$ cat config.mk
export PLATFORM = sky130hd
export DESIGN_NAME = double_ended_queue_core
export DESIGN_NICKNAME = d
export VERILOG_FILES = /design/src/hw/rtl/deq_pkg.sv /design/src/hw/rtl/deq_ram.sv /design/src/hw/rtl/double_ended_queue_core.sv
export SDC_FILE = /design/constraint.sdc
export NUM_CORES = 1
export LEC_CHECK = 0
export BUFFER_PORTS_ARGS = -buffer_cell sky130_fd_sc_hd__buf_2
export CAP_MARGIN = 15
export CORE_MARGIN = 3
export CORE_UTILIZATION = 45
export CTS_CLUSTER_SIZE = 28
export DETAILED_ROUTE_END_ITERATION = 7
export SETUP_SLACK_MARGIN = 0.1
export SYNTH_ARGS = -nofsm -noshare
export SYNTH_HDL_FRONTEND = slang
export SYNTH_SLANG_ARGS = --single-unit
$ cat constraint.sdc
create_clock -name i_clk -period 6.1 [get_ports i_clk]
set_input_delay 1.22 -clock i_clk [delete_from_list [all_inputs] [get_ports i_clk]]
set_output_delay 1.22 -clock i_clk [all_outputs]
set_load 0.02 [all_outputs]
$ cat src/hw/rtl/deq_pkg.sv
// Shared constants and types for the double-ended queue core.
// No dependencies; imported by double_ended_queue_core.
`timescale 1ns / 1ps

package deq_pkg;

    // Field widths of the stream beats.
    localparam int OP_W    = 3;
    localparam int VALUE_W = 32;
    localparam int COUNT_W = 5;

    // Operation codes carried in the input tuser; other codes act as a query.
    localparam logic [OP_W-1:0] OP_PUSH_FRONT = 3'd0;
    localparam logic [OP_W-1:0] OP_PUSH_BACK  = 3'd1;
    localparam logic [OP_W-1:0] OP_POP_FRONT  = 3'd2;
    localparam logic [OP_W-1:0] OP_POP_BACK   = 3'd3;
    localparam logic [OP_W-1:0] OP_QUERY      = 3'd4;

    // Value reported for both ends while the queue is empty.
    localparam logic [VALUE_W-1:0] EMPTY_MARK = 32'hFFFF_FFFF;

    // Sequencer states, one-hot.
    typedef enum logic [2:0] {
        S_IDLE = 3'b001,
        S_READ = 3'b010,
        S_DATA = 3'b100
    } t_state;

endpackage

$ cat src/hw/rtl/deq_ram.sv
// Generic single-write, single-read synchronous RAM with a registered read.
// Depends on nothing beyond its parameters.
`timescale 1ns / 1ps

module deq_ram #(
    parameter int WIDTH = 32,
    parameter int DEPTH = 16
) (
    input  logic                     i_clk,
    input  logic                     i_wr_en,
    input  logic [$clog2(DEPTH)-1:0] i_wr_addr,
    input  logic [WIDTH-1:0]         i_wr_data,
    input  logic [$clog2(DEPTH)-1:0] i_rd_addr,
    output logic [WIDTH-1:0]         o_rd_data
);

    logic [WIDTH-1:0] r_mem [DEPTH];
    logic [WIDTH-1:0] r_rd_data;

    // Write port.
    always_ff @(posedge i_clk) begin
        if (i_wr_en) begin
            r_mem[i_wr_addr] <= i_wr_data;
        end
    end

    // Read port, registered.
    always_ff @(posedge i_clk) begin
        r_rd_data <= r_mem[i_rd_addr];
    end

    assign o_rd_data = r_rd_data;

endmodule

$ cat src/hw/rtl/double_ended_queue_core.sv
// Double-ended queue of signed 32-bit values held in a ring buffer.
// Depends on deq_pkg and two deq_ram instances (front and back read copies).
`timescale 1ns / 1ps
//
//  Channel  Dir  Handshake                tuser                     tdata
//  s        in   i_s_tvalid / o_s_tready  op                        value
//  m        out  o_m_tvalid / i_m_tready  is_empty, push_dropped    front, back, count
//
// An operation steps through S_IDLE (accept with index update and RAM write),
// then S_READ (the read of both ends), then S_DATA (the registered read data is
// loaded into the output register).
// Reset (synchronous, active low) empties the queue; RAM contents are kept.
// While an output beat waits, one more operation runs up to the load step;
// the input then stays stalled until the waiting beat is taken.

module double_ended_queue_core
    import deq_pkg::*;
#(
    parameter int DEPTH = 16
) (
    input  logic         i_clk,
    input  logic         i_rst_n,
    input  logic         i_s_tvalid,
    output logic         o_s_tready,
    input  logic [31:0]  i_s_tdata,   // [31:0] value
    input  logic [2:0]   i_s_tuser,   // [2:0] op
    output logic         o_m_tvalid,
    input  logic         i_m_tready,
    output logic [71:0]  o_m_tdata,   // [31:0] front_value, [63:32] back_value,
                                      // [68:64] item_count, [71:69] zero
    output logic [1:0]   o_m_tuser    // [0] is_empty, [1] push_dropped
);

    localparam int AW = $clog2(DEPTH);
    localparam int CW = $clog2(DEPTH + 1);
    localparam logic [AW-1:0] LAST_IDX = AW'(DEPTH - 1);
    localparam logic [CW-1:0] FULL_CNT = CW'(DEPTH);
    localparam logic [CW-1:0] ONE_CNT  = CW'(1);

    t_state r_state, n_state;
    logic [AW-1:0] r_front, n_front;
    logic [AW-1:0] r_back, n_back;
    logic [CW-1:0] r_count, n_count;
    logic          r_dropped, n_dropped;
    logic          r_out_dropped;
    logic          r_out_valid;
    logic [31:0]   r_out_front;
    logic [31:0]   r_out_back;
    logic [COUNT_W-1:0] r_out_count;
    logic          r_out_empty;

    logic          wr_en;
    logic [AW-1:0] wr_addr;
    logic [31:0]   front_rd;
    logic [31:0]   back_rd;
    logic          accept;
    logic          load_out;
    logic [AW-1:0] front_prev;
    logic [AW-1:0] front_next;
    logic [AW-1:0] back_prev;
    logic [AW-1:0] back_next;
    logic [CW+COUNT_W-1:0] count_wide;
    logic [OP_W-1:0] op;

    assign op       = i_s_tuser;
    assign accept   = i_s_tvalid && o_s_tready;
    assign load_out = (r_state == S_DATA) && (!r_out_valid || i_m_tready);

    // Ring index neighbours with wrap in both directions.
    assign front_prev = (r_front == '0) ? LAST_IDX : r_front - AW'(1);
    assign front_next = (r_front == LAST_IDX) ? '0 : r_front + AW'(1);
    assign back_prev  = (r_back == '0) ? LAST_IDX : r_back - AW'(1);
    assign back_next  = (r_back == LAST_IDX) ? '0 : r_back + AW'(1);

    // Index, count and write decisions for the accepted operation.
    always_comb begin
        n_front   = r_front;
        n_back    = r_back;
        n_count   = r_count;
        n_dropped = r_dropped;
        wr_en     = 1'b0;
        wr_addr   = r_front;
        if (accept) begin
            n_dropped = 1'b0;
            priority if (op == OP_PUSH_FRONT || op == OP_PUSH_BACK) begin
                priority if (r_count == FULL_CNT) begin
                    n_dropped = 1'b1;
                end else if (r_count == '0) begin
                    wr_en   = 1'b1;
                    wr_addr = r_front;
                    n_back  = r_front;
                    n_count = ONE_CNT;
                end else if (op == OP_PUSH_FRONT) begin
                    wr_en   = 1'b1;
                    wr_addr = front_prev;
                    n_front = front_prev;
                    n_count = r_count + ONE_CNT;
                end else begin
                    wr_en   = 1'b1;
                    wr_addr = back_next;
                    n_back  = back_next;
                    n_count = r_count + ONE_CNT;
                end
            end else if (op == OP_POP_FRONT || op == OP_POP_BACK) begin
                priority if (r_count == ONE_CNT) begin
                    n_count = '0;
                end else if (r_count != '0) begin
                    if (op == OP_POP_FRONT) begin
                        n_front = front_next;
                    end else begin
                        n_back = back_prev;
                    end
                    n_count = r_count - ONE_CNT;
                end else begin
                    // Popping an empty queue changes nothing.
                    n_count = r_count;
                end
            end else begin
                // Query and unused codes leave the queue as it is.
                n_count = r_count;
            end
        end
    end

    // Sequencer: accept, read both ends, then hand over to the output register.
    always_comb begin
        n_state = r_state;
        unique case (r_state)
            S_IDLE: begin
                if (accept) begin
                    n_state = S_READ;
                end
            end
            S_READ: begin
                n_state = S_DATA;
            end
            S_DATA: begin
                if (load_out) begin
                    n_state = S_IDLE;
                end
            end
            default: begin
                n_state = S_IDLE;
            end
        endcase
    end

    assign o_s_tready = (r_state == S_IDLE);

    // Control registers.
    always_ff @(posedge i_clk) begin
        if (!i_rst_n) begin
            r_state     <= S_IDLE;
            r_front     <= '0;
            r_back      <= '0;
            r_count     <= '0;
            r_out_valid <= 1'b0;
        end else begin
            r_state <= n_state;
            r_front <= n_front;
            r_back  <= n_back;
            r_count <= n_count;
            if (load_out) begin
                r_out_valid <= 1'b1;
            end else if (i_m_tready) begin
                r_out_valid <= 1'b0;
            end
        end
    end

    // Output payload, loaded from the RAM read data once the read has landed.
    assign count_wide = {{COUNT_W{1'b0}}, r_count};

    always_ff @(posedge i_clk) begin
        r_dropped <= n_dropped;
        if (load_out) begin
            r_out_empty   <= (r_count == '0);
            r_out_front   <= (r_count == '0) ? EMPTY_MARK : front_rd;
            r_out_back    <= (r_count == '0) ? EMPTY_MARK : back_rd;
            r_out_count   <= count_wide[COUNT_W-1:0];
            r_out_dropped <= r_dropped;
        end
    end

    // Two copies of the entry store so both ends are read in the same cycle.
    deq_ram #(
        .WIDTH (VALUE_W),
        .DEPTH (DEPTH)
    ) u_front_ram (
        .i_clk     (i_clk),
        .i_wr_en   (wr_en),
        .i_wr_addr (wr_addr),
        .i_wr_data (i_s_tdata),
        .i_rd_addr (r_front),
        .o_rd_data (front_rd)
    );

    deq_ram #(
        .WIDTH (VALUE_W),
        .DEPTH (DEPTH)
    ) u_back_ram (
        .i_clk     (i_clk),
        .i_wr_en   (wr_en),
        .i_wr_addr (wr_addr),
        .i_wr_data (i_s_tdata),
        .i_rd_addr (r_back),
        .o_rd_data (back_rd)
    );

    assign o_m_tvalid = r_out_valid;
    assign o_m_tdata  = {3'b000, r_out_count, r_out_back, r_out_front};
    assign o_m_tuser  = {r_out_dropped, r_out_empty};

endmodule
Word-level counts from Yosys, hierarchy flattened
Memory sizes are Yosys's and may differ from the RTL's. A register that Yosys moved wholly into a read port is not among the register bits.
Index checks and enable logic that the tools add are counted.
Widths: inputs -> output; s select.

word-level totals
  memories kept = 2
  word-level logic and storage cells = 99
  bits in latches = 0
  output and inout port bits = 76
  memory bits (read-only) = 0
  memory bits (writable) = 1024
  register bits after elaboration = 89
  input port bits = 39

memory list
  name               words  width  rd ports  clocked after memory_dff  wr ports  RTL line       text
  u_back_ram.r_mem   16     32     1         1                         1         deq_ram.sv:17  logic [WIDTH-1:0] r_mem [DEPTH];
  u_front_ram.r_mem  16     32     1         1                         1         deq_ram.sv:17

operators by class
  bitwise operators = 0
  shift operators = 0
  divide/modulo/power cells = 0
  add/subtract/negate cells = 6
  reductions and logical operators = 20
  order comparisons = 0
  muxes and demuxes = 42
  $mul = 0
  equality and inequality tests = 18

operator list
  operator             count
  $mux 4               25
  $mux 5               6
  $ne 2x2->1 const B   6
  $eq 3x2->1 const B   3
  $pmux 3 s3           1
  $add 4x1->4 const B  2
  $eq 4x4->1 const B   2
  $logic_not 4->1      2
  $mux 1               8
  $reduce_and 8->1     1
  $reduce_bool 2->1    4
  $sub 4x1->4 const B  2
  $reduce_and 7->1     1
  $eq 3x1->1 const B   2
  $mux 3               2
  $add 5x1->5 const B  1
  $eq 5x1->1 const B   1
  $eq 5x5->1 const B   1
  $logic_not 5->1      1
  $reduce_bool 5->1    1
  $sub 5x1->5 const B  1
  $reduce_and 4->1     1
  $eq 3x3->1 const B   1
  $logic_not 3->1      1
  7 further kinds      10

Longest topological paths before layout
Gate-level depths: netlist of the first run.

  word-level depth = 7
  depth in mapped cells = 10
  depth with buffers taken out = 8

Modules after synthesis
Synthesis of the first run repeated with hierarchy kept, for this count alone.

second synthesis, totals
  cells, all modules = 2007
  area, all modules = 43774.5 µm²

modules (own cells, without submodules)
  module                   cells each  seq. area each (µm²)  instances  area an instance (µm²)
  deq_ram                  838         16015.4               2          19835.3
  double_ended_queue_core  331         2502.4                1          4103.9

Least setup slack after synthesis of the first run
OpenSTA, ideal clock, no wires.

  path type = input port to flip-flop
  from = in i_s_tuser[1]
  to = mem u_front_ram.r_mem[0][0], enable pin
  path slack = 1060 ps
  arrival time = 4579 ps
  path buffers = 1
  setup time = 461 ps
  required time = 5639 ps
  cell stages on the path = 6
  cells stage by stage = clkbuf_1 nor3_1 mux2_2 o22ai_1 nand2_1 nor3_1

on the way
  word-level cells in the longest chain between the ends = 6
  elaborated cells on any way between the ends = 12
  classes of those cells = 1 x eq/ne; 9 x mux; 2 x reduce/logical

ends and longest elaborated chain
  element                                               RTL line                                                      text
  from (decl)                                           double_ended_queue_core.sv:26                                 input logic [2:0] i_s_tuser,
  $logic_not 3->1 / $eq 3x1->1 (equally long branches)  double_ended_queue_core.sv:85, double_ended_queue_core.sv:93
  $mux 4 / $logic_or 1x1->1 (equally long branches)     double_ended_queue_core.sv:93, double_ended_queue_core.sv:85
  $mux 4 / $mux 1 (equally long branches)               double_ended_queue_core.sv:88, double_ended_queue_core.sv:85
  $mux 4 / $mux 1 (equally long branches)               double_ended_queue_core.sv:86, double_ended_queue_core.sv:83
  $mux 4 / $mux 1 (equally long branches)               double_ended_queue_core.sv:85, deq_ram.sv:22
  $mux 4 / $mux 1 (equally long branches)               double_ended_queue_core.sv:83, deq_ram.sv:23
  to (decl)                                             deq_ram.sv:17

Several ways; a longest one is shown, not always the timed one.

Worst setup path in the final report of the first run
  from = in i_s_tvalid
  to = mem u_front_ram.r_mem[3][21], enable pin

on the way
  word-level cells in the longest chain between the ends = 4
  elaborated cells on any way between the ends = 5
  classes of those cells = 4 x mux; 1 x reduce/logical

ends and longest elaborated chain
  element                       RTL line                       text
  from (decl)                   double_ended_queue_core.sv:23  input logic i_s_tvalid,
  $logic_and 1x1->1 (*)         double_ended_queue_core.sv:66  assign accept = i_s_tvalid && o_s_tready;
  via accept                    double_ended_queue_core.sv:56  logic accept;
  $mux 1                        double_ended_queue_core.sv:83  if (accept) begin
  $mux 1                        deq_ram.sv:22                  if (i_wr_en) begin
  $mux 1 (not written as such)  deq_ram.sv:23                  r_mem[i_wr_addr] <= i_wr_data;

The timed path passes the listed nets; every way through them passes the cells marked *.

==> summary.md, run 1 <==
| Metric | Value |
|---|---|
| Status | `complete, no violations` |
| Fraction of the mapped netlist area in compound gates | `0.0161` |
| Largest fanout of any net on the critical path | `22` |
| Reg power frac | `0.499` |
| Avg Inst Size Synth | `21.3 um2` |
| Shortest clock period the worst path allows after layout | `3.91 ns` |
| Top flip-flop cell by instance count after synthesis | `edfxtp_1` |
| Worst reg2reg startpoint | `r_front[0]$_SDFFE_PN0P_` |
| Count of instances resized after the clock tree is built | `0` |
| Violation count after the first detailed-routing iteration | `1093` |
| Wire length of the first global-routing pass | `99000 um` |
| I/O pins | `115` |
| Critical Path Source Type | `input port` |
| Proportion of synthesized area in mux cells | `0.255` |
| Site row count | `91` |
| Setup CP Type | `input port to flip-flop` |
| Number of synthesized flops with an enable pin | `584` |
| ANT nets after route | `0` |
| Fraction of final layout cells with drive strength greater than 1 | `0.406` |
| Share of synthesized cell area in full adder, half adder and majority cells | `0.00396` |
| Clock tree root driver cell | `clkbuf_16` |
| Top-area cell type share of the netlist area | `0.617` |
| Clock transition at the registers of the reported paths | `0.06 ns` |
| Number of endpoints with negative hold slack in the final report | `0` |
| Via count of the first global-routing pass | `14900` |
| Distinct cells, synth | `63` |
| Chip height | `257 um` |
| Worst reg-to-reg path cell count | `6` |
| Initial Utilization | `0.458` |
| Internal Power | `7.99 mW` |
| Via density per instance | `5.96` |
| Launch point of the worst path | `i_s_tvalid` |
| Die ar. | `66200 um2` |
| Ranking of synthesized cells by area | `edfxtp_1 (62%), mux4_2 (25%), dfxtp_1 (5.7%)` |
| Area growth from synthesis to layout | `14.1%` |
| Mean routed wirelength per cell | `27.5 um` |
| Most frequent cell after synthesis | `edfxtp_1` |
| Final setup margin | `2.19 ns` |
| Placed standard-cell area | `30000 um2` |
| Maximum capacitance violations | `0` |
| Worst IR Drop VDD | `0.199 mV` |
| GRT Overall Usage | `0.202` |
| Finish-stage setup viols | `0` |
| Maximum buffer depth of the clock tree | `3` |
| Min Hold Slack | `0.461 ns` |
| Required time reported for the critical path endpoint | `6.39 ns` |
| Post-synthesis sequential element count | `665` |
| Leak pwr | `9.95 nW` |
| Post-Synthesis Cell Area | `28400 um2` |
| Placed cells | `2225` |
| Pin count of the biggest net entering global routing | `105` |
| Count of H-tree levels built during CTS | `3` |
| Via total after detailed routing | `14100` |
| Remaining max-slew budget at the tightest pin | `0.274` |
| Final setup TNS | `0 ns` |
| Inserted Clock Buffers | `73` |
| FILL cells | `4807` |
| Aggregate routed wire length | `64800 um` |
| Net count, final | `1511` |
| Dpl ws | `1.56 ns` |
| Endpoint class of the critical path | `flip-flop` |
| Post-layout utilization of the core | `0.522` |
| Total power density per cell area | `316 nW/um2` |
| Count of input and output buffers | `111` |
| Final Non-Filler Cells | `2360` |
| First drt pass iteration count | `7` |
| Overflow after GRT | `0` |
| Synth warn | `0` |
| Number of antenna violations at the first check in global routing | `2` |
| Data arrival time of the worst path | `4.20 ns` |
| Fraction of power spent switching nets | `0.220` |
| Main combinational cell family by area after synthesis | `multiplexers` |
| Clock network latency to the later pin of the worst-skew pair | `0.61 ns` |
| RSZ-0062 raised after global routing | `false` |
| Final count of pins violating max slew | `0` |
| Final weighted congestion in routability-driven placement | `0.787` |
| XOR/XNOR share of the synthesized area | `0.000925` |
| Final clock skew | `0.0149 ns` |
| Share of synthesized area occupied by flip-flops and latches | `0.675` |
| Core region area | `62100 um2` |
| Register-to-Register Setup Slack | `2.21 ns` |
| Synth top cells by count | `edfxtp_1 (584), mux4_2 (320), dfxtp_1 (81)` |
| Clock network fraction of total power | `0.426` |
| Dpl hpwl | `36700 um` |
| Post-Syn Instances | `1336` |
| Die W | `257 um` |
| Yosys top cell by area | `edfxtp_1` |
| Maximum clock frequency | `0.256 GHz` |
| Worst Setup EP | `u_front_ram.r_mem[3][21]$_DFFE_PP_` |
| Reg2reg end | `u_front_ram.r_mem[11][31]$_DFFE_PP_` |
| Async set or reset register ratio after synthesis | `0` |
| Basic-gate share of the synthesized area counting and, or, nand and nor cells | `0.0330` |
| TritonCTS clock tree | `yes` |
| Sink count of the clock tree | `665` |
| Number of setup buffers added after CTS | `0` |
| Worst Max-Slew Pin Slew | `1.09 ns` |
| Hold WC Path Type | `flip-flop to flip-flop` |
| Antenna diode count | `0` |
| Final non-filler cell area | `32400 um2` |
| DRC Markers | `0` |
| Net switching power | `2.25 mW` |
| Relative contribution of combinational cells to total power | `0.074` |
| Tcrit/Tclk final | `0.641` |
| Hold bufs inserted after CTS | `0` |
| Final Total Pwr | `10.2 mW` |
## registers in the layout (all words and copies together), names as in the netlist, 3 cells and up
signal	flops
r_out_back	32
r_front	4
r_back	4
u_front_ram.r_mem	512
r_out_front	32
r_out_count	5
u_front_ram.o_rd_data	32
r_state	3
r_count	5
u_back_ram.o_rd_data	32
## placed cells by master, fill, tap and decap left out, types with 5 or more instances in the layout
cell	n
a21oi_1	12
buf_2	111
buf_4	36
bufinv_16	6
clkbuf_1	16
clkbuf_16	74
clkbuf_8	6
clkinv_1	7
clkinv_2	15
dfxtp_1	74
dfxtp_4	5
edfxtp_1	584
ha_1	9
inv_1	8
inv_6	5
mux4_2	320
nand2_1	20
nand2b_1	67
nand3_1	13
nor2_1	16
nor2b_1	6
nor3_1	5
nor3_2	12
o21ai_0	14
## cell families after synthesis
family	after synthesis
AOI/OAI and AO/OA	62
xor gates and xnor gates	3
adders and majority gates	9
buffers and inverters	109
DFF	665
muxes	323
other	1
and+or+nand+nor	164
## layout make-up
cell class              instances  area (um2)  area share
clock inverters                39         403      0.0124
flip-flops and latches        665       19200       0.592
repair buffers                148         846      0.0261
inverters                      11        53.8     0.00166
well taps                     837        1050      0.0323
multi-input cells             564        8880       0.274
clock buffers                  96        1990      0.0615
## how the worst min path moves through the flow
stage	cells past startpoint	from	slack, ns	end
6_report	0	r_dropped$_SDFFCE_PP0P_	0.46	r_out_dropped$_DFFE_PP_
5_1_grt	0	r_dropped$_SDFFCE_PP0P_	0.48	r_out_dropped$_DFFE_PP_
4_1_cts	0	r_dropped$_SDFFCE_PP0P_	0.46	r_out_dropped$_DFFE_PP_
3_5_place_dp	0	r_dropped$_SDFFCE_PP0P_	0.44	r_out_dropped$_DFFE_PP_
3_3_place_gp	0	r_dropped$_SDFFCE_PP0P_	0.46	r_out_dropped$_DFFE_PP_
2_1_floorplan	0	r_dropped$_SDFFCE_PP0P_	0.40	r_out_dropped$_DFFE_PP_
## routing by layer
metal,global-route usage,routed length (um)
met5,0,0
met4,0.0556,1610
met3,0.0368,3290
met2,0.337,32800
met1,0.276,27200
## worst max-delay path: stages
cell	delay, ns
buf_2	0.08
nand4bb_1	0.31
inv_1	0.25
nand3_1	0.17
o31ai_2	0.71
nand3_1	0.34
nor2_4	0.75
buf_4	0.36
## power by group through the flow
stage	Sequential, mW	Combinational [mW]	Clock, mW
after floorplan	5.17	0.564	0
after detailed placement	5.21	0.774	0
final	5.11	0.759	4.37
after global routing	5.12	0.828	4.67
after global placement	5.21	0.770	0
after CTS	5.12	0.776	4.48
No activity file was read; power rests on OpenSTA's default activity.
==> inputs of run 2 (changes only) <==
==> constraint.sdc (replaced) <==
create_clock -name i_clk -period 3.48 [get_ports i_clk]
set_input_delay 0.696 -clock i_clk [delete_from_list [all_inputs] [get_ports i_clk]]
set_output_delay 0.696 -clock i_clk [all_outputs]
set_load 0.02 [all_outputs]
==> summary.md, run 2 (synthesized netlist as in run 1, its figures left out) <==
| Metric | Value |
|---|---|
| Final count of pins violating max slew | `0` |
| I/O pins | `115` |
| First drt pass iteration count | `5` |
| FILL cells | `4813` |
| Area growth from synthesis to layout | `15.5%` |
| Via count of the first global-routing pass | `15200` |
| Final non-filler cell area | `32800 um2` |
| Site row count | `91` |
| Status | `complete, no violations` |
| Pin count of the biggest net entering global routing | `100` |
| Number of antenna violations at the first check in global routing | `4` |
| Number of setup buffers added after CTS | `0` |
| Largest register by flop count | `u_front_ram.r_mem` |
| Hold WC Path Type | `input port to flip-flop` |
| TritonCTS clock tree | `yes` |
| Finish-stage setup viols | `0` |
| Core region area | `62100 um2` |
| Most common cell after layout, fill and taps aside | `edfxtp_1` |
| Leak pwr | `10.1 nW` |
| RSZ-0062 raised after global routing | `false` |
| Sink count of the clock tree | `665` |
| Mean routed wirelength per cell | `27.4 um` |
| Clock network latency to the later pin of the worst-skew pair | `0.62 ns` |
| Met3 WL | `3330 um` |
| Largest fanout of any net on the critical path | `32` |
| Uppermost metal layer occupied by signal nets | `met5` |
| Fraction of final layout cells with drive strength greater than 1 | `0.410` |
| Die W | `257 um` |
| Final weighted congestion in routability-driven placement | `0.772` |
| Dpl hpwl | `37400 um` |
| ANT nets after route | `0` |
| Wire length of the first global-routing pass | `99000 um` |
| Via density per instance | `5.93` |
| Total power density per cell area | `552 nW/um2` |
| Worst IR Drop VDD | `0.330 mV` |
| Highest-count cells in the layout ignoring fill and taps | `edfxtp_1 (584), mux4_2 (320), buf_2 (111)` |
| Worst Max-Slew Pin Slew | `0.946 ns` |
| Violation count after the first detailed-routing iteration | `1219` |
| Final clock skew | `0.0198 ns` |
| Count of input and output buffers | `111` |
| Maximum capacitance violations | `0` |
| Net count, final | `1524` |
| GRT Overall Usage | `0.202` |
| Metal-1 WL | `27300 um` |
| Internal Power | `14.1 mW` |
| Inserted Clock Buffers | `72` |
| Clock network fraction of total power | `0.428` |
| WL met2 | `33100 um` |
| Critical-path cell list | `inv_1, ha_1, or3b_2, a2111oi_2, nand2b_1, nor3_4, buf_12` |
| Maximum single-stage delay on the critical path | `0.55 ns` |
| DRC Markers | `0` |
| Flip-flop count of the largest register after layout | `512` |
| Fraction of power spent switching nets | `0.220` |
| Aggregate routed wire length | `65100 um` |
| Remaining max-slew budget at the tightest pin | `0.370` |
| Maximum clock frequency | `0.319 GHz` |
| Initial Utilization | `0.458` |
| Clock tree root driver cell | `clkbuf_16` |
| Count of H-tree levels built during CTS | `3` |
| Data arrival time of the worst path | `3.40 ns` |
| Number of endpoints with negative hold slack in the final report | `0` |
| Net switching power | `3.98 mW` |
| Chip height | `257 um` |
| Required time reported for the critical path endpoint | `3.75 ns` |
| Critical Path Source Type | `flip-flop` |
| Via total after detailed routing | `14100` |
| Shortest clock period the worst path allows after layout | `3.13 ns` |
| Hold bufs inserted after CTS | `0` |
| Die ar. | `66200 um2` |
| Final setup TNS | `0 ns` |
| Clock transition at the registers of the reported paths | `0.06 ns` |
| Maximum buffer depth of the clock tree | `3` |
| Slowest stage cell on the critical path | `or3b_2` |
| Placed standard-cell area | `30400 um2` |
| Tcrit/Tclk final | `0.900` |
| Overflow after GRT | `0` |
| Count of instances resized after the clock tree is built | `0` |
| Endpoint class of the critical path | `flip-flop` |
| Relative contribution of combinational cells to total power | `0.079` |
| Reg power frac | `0.493` |
| Setup CP Type | `flip-flop to flip-flop` |
[run 2: cell types whose count changed in the layout (fill, tap and decap cells not counted), sizes merged]
cell      delta
buf         +14
bufinv       +3
diode        +2
inv          -1
clkinvlp     +3
clkinv       -6
[run 2: power groups by stage]
stage	combinational, mW	sequential (mW)	clock [mW]
2_1_floorplan	1.00	9.06	0
3_3_place_gp	1.44	9.09	0
3_5_place_dp	1.45	9.09	0
4_1_cts	1.46	8.92	7.95
5_1_grt	1.55	8.94	8.27
6_report	1.43	8.92	7.75
[run 2: layer usage]
metal  vias up  GRT usage
li1       6002          -
met1      7575      0.279
met2       411      0.339
met3        96     0.0350
met4         2     0.0521
met5         -          0
[run 2: path summary, 6_finish.rpt]
path,from,endpoint,slack (ns),cells after the start
worst max-delay path,r_count[1]$_SDFFE_PN0P_,u_front_ram.r_mem[14][21]$_DFFE_PP_,0.35,7
worst max register to register,r_count[1]$_SDFFE_PN0P_,u_front_ram.r_mem[14][21]$_DFFE_PP_,0.35,7
worst min register to register,u_front_ram.o_rd_data[20]$_DFF_P_,r_out_front[20]$_SDFFCE_PP1P_,0.48,1
worst min-delay path,i_m_tready,o_m_tvalid$_SDFFE_PN0P_,0.45,4
[run 2: cell type report]
cell class                 count  area (um2)  area share
multi-input combinational    564        8960       0.273
timing repair buffer         162        1150      0.0351
clock buffer                  96        1940      0.0592
antenna                        2        5.00    0.000153
sequential                   665       19200       0.585
clock inverter                38         463      0.0141
inverter                      11        53.8     0.00164
tap                          837        1050      0.0319
[run 2: critical path: cells and delay by family, from the launching register on]
| family | cells | cell delay [ns] |
|---|---|---|
| and+or+nand+nor | 3 | 1.18 |
| AOI/OAI and AO/OA | 1 | 0.53 |
| buffers and inverters | 2 | 0.46 |
| DFF | 1 | 0.36 |
| adders and majority gates | 1 | 0.23 |
[run 2: through the flow]
| stage | hold slack (ns) | util | total power, mW | worst slack (ns) | instances |
|---|---|---|---|---|---|
| floorplan | 0.400 | - | 10.1 | -0.433 | 1338 |
| global placement | 0.461 | 0.490 | 10.5 | 0.272 | 2239 |
| detailed placement | 0.458 | 0.490 | 10.5 | 0.179 | 2239 |
| CTS | 0.412 | 0.529 | 18.3 | 0.290 | 2373 |
| global route | 0.434 | 0.529 | 18.8 | 0.112 | 2374 |
| finish | 0.447 | 0.529 | 18.1 | 0.348 | 2375 |
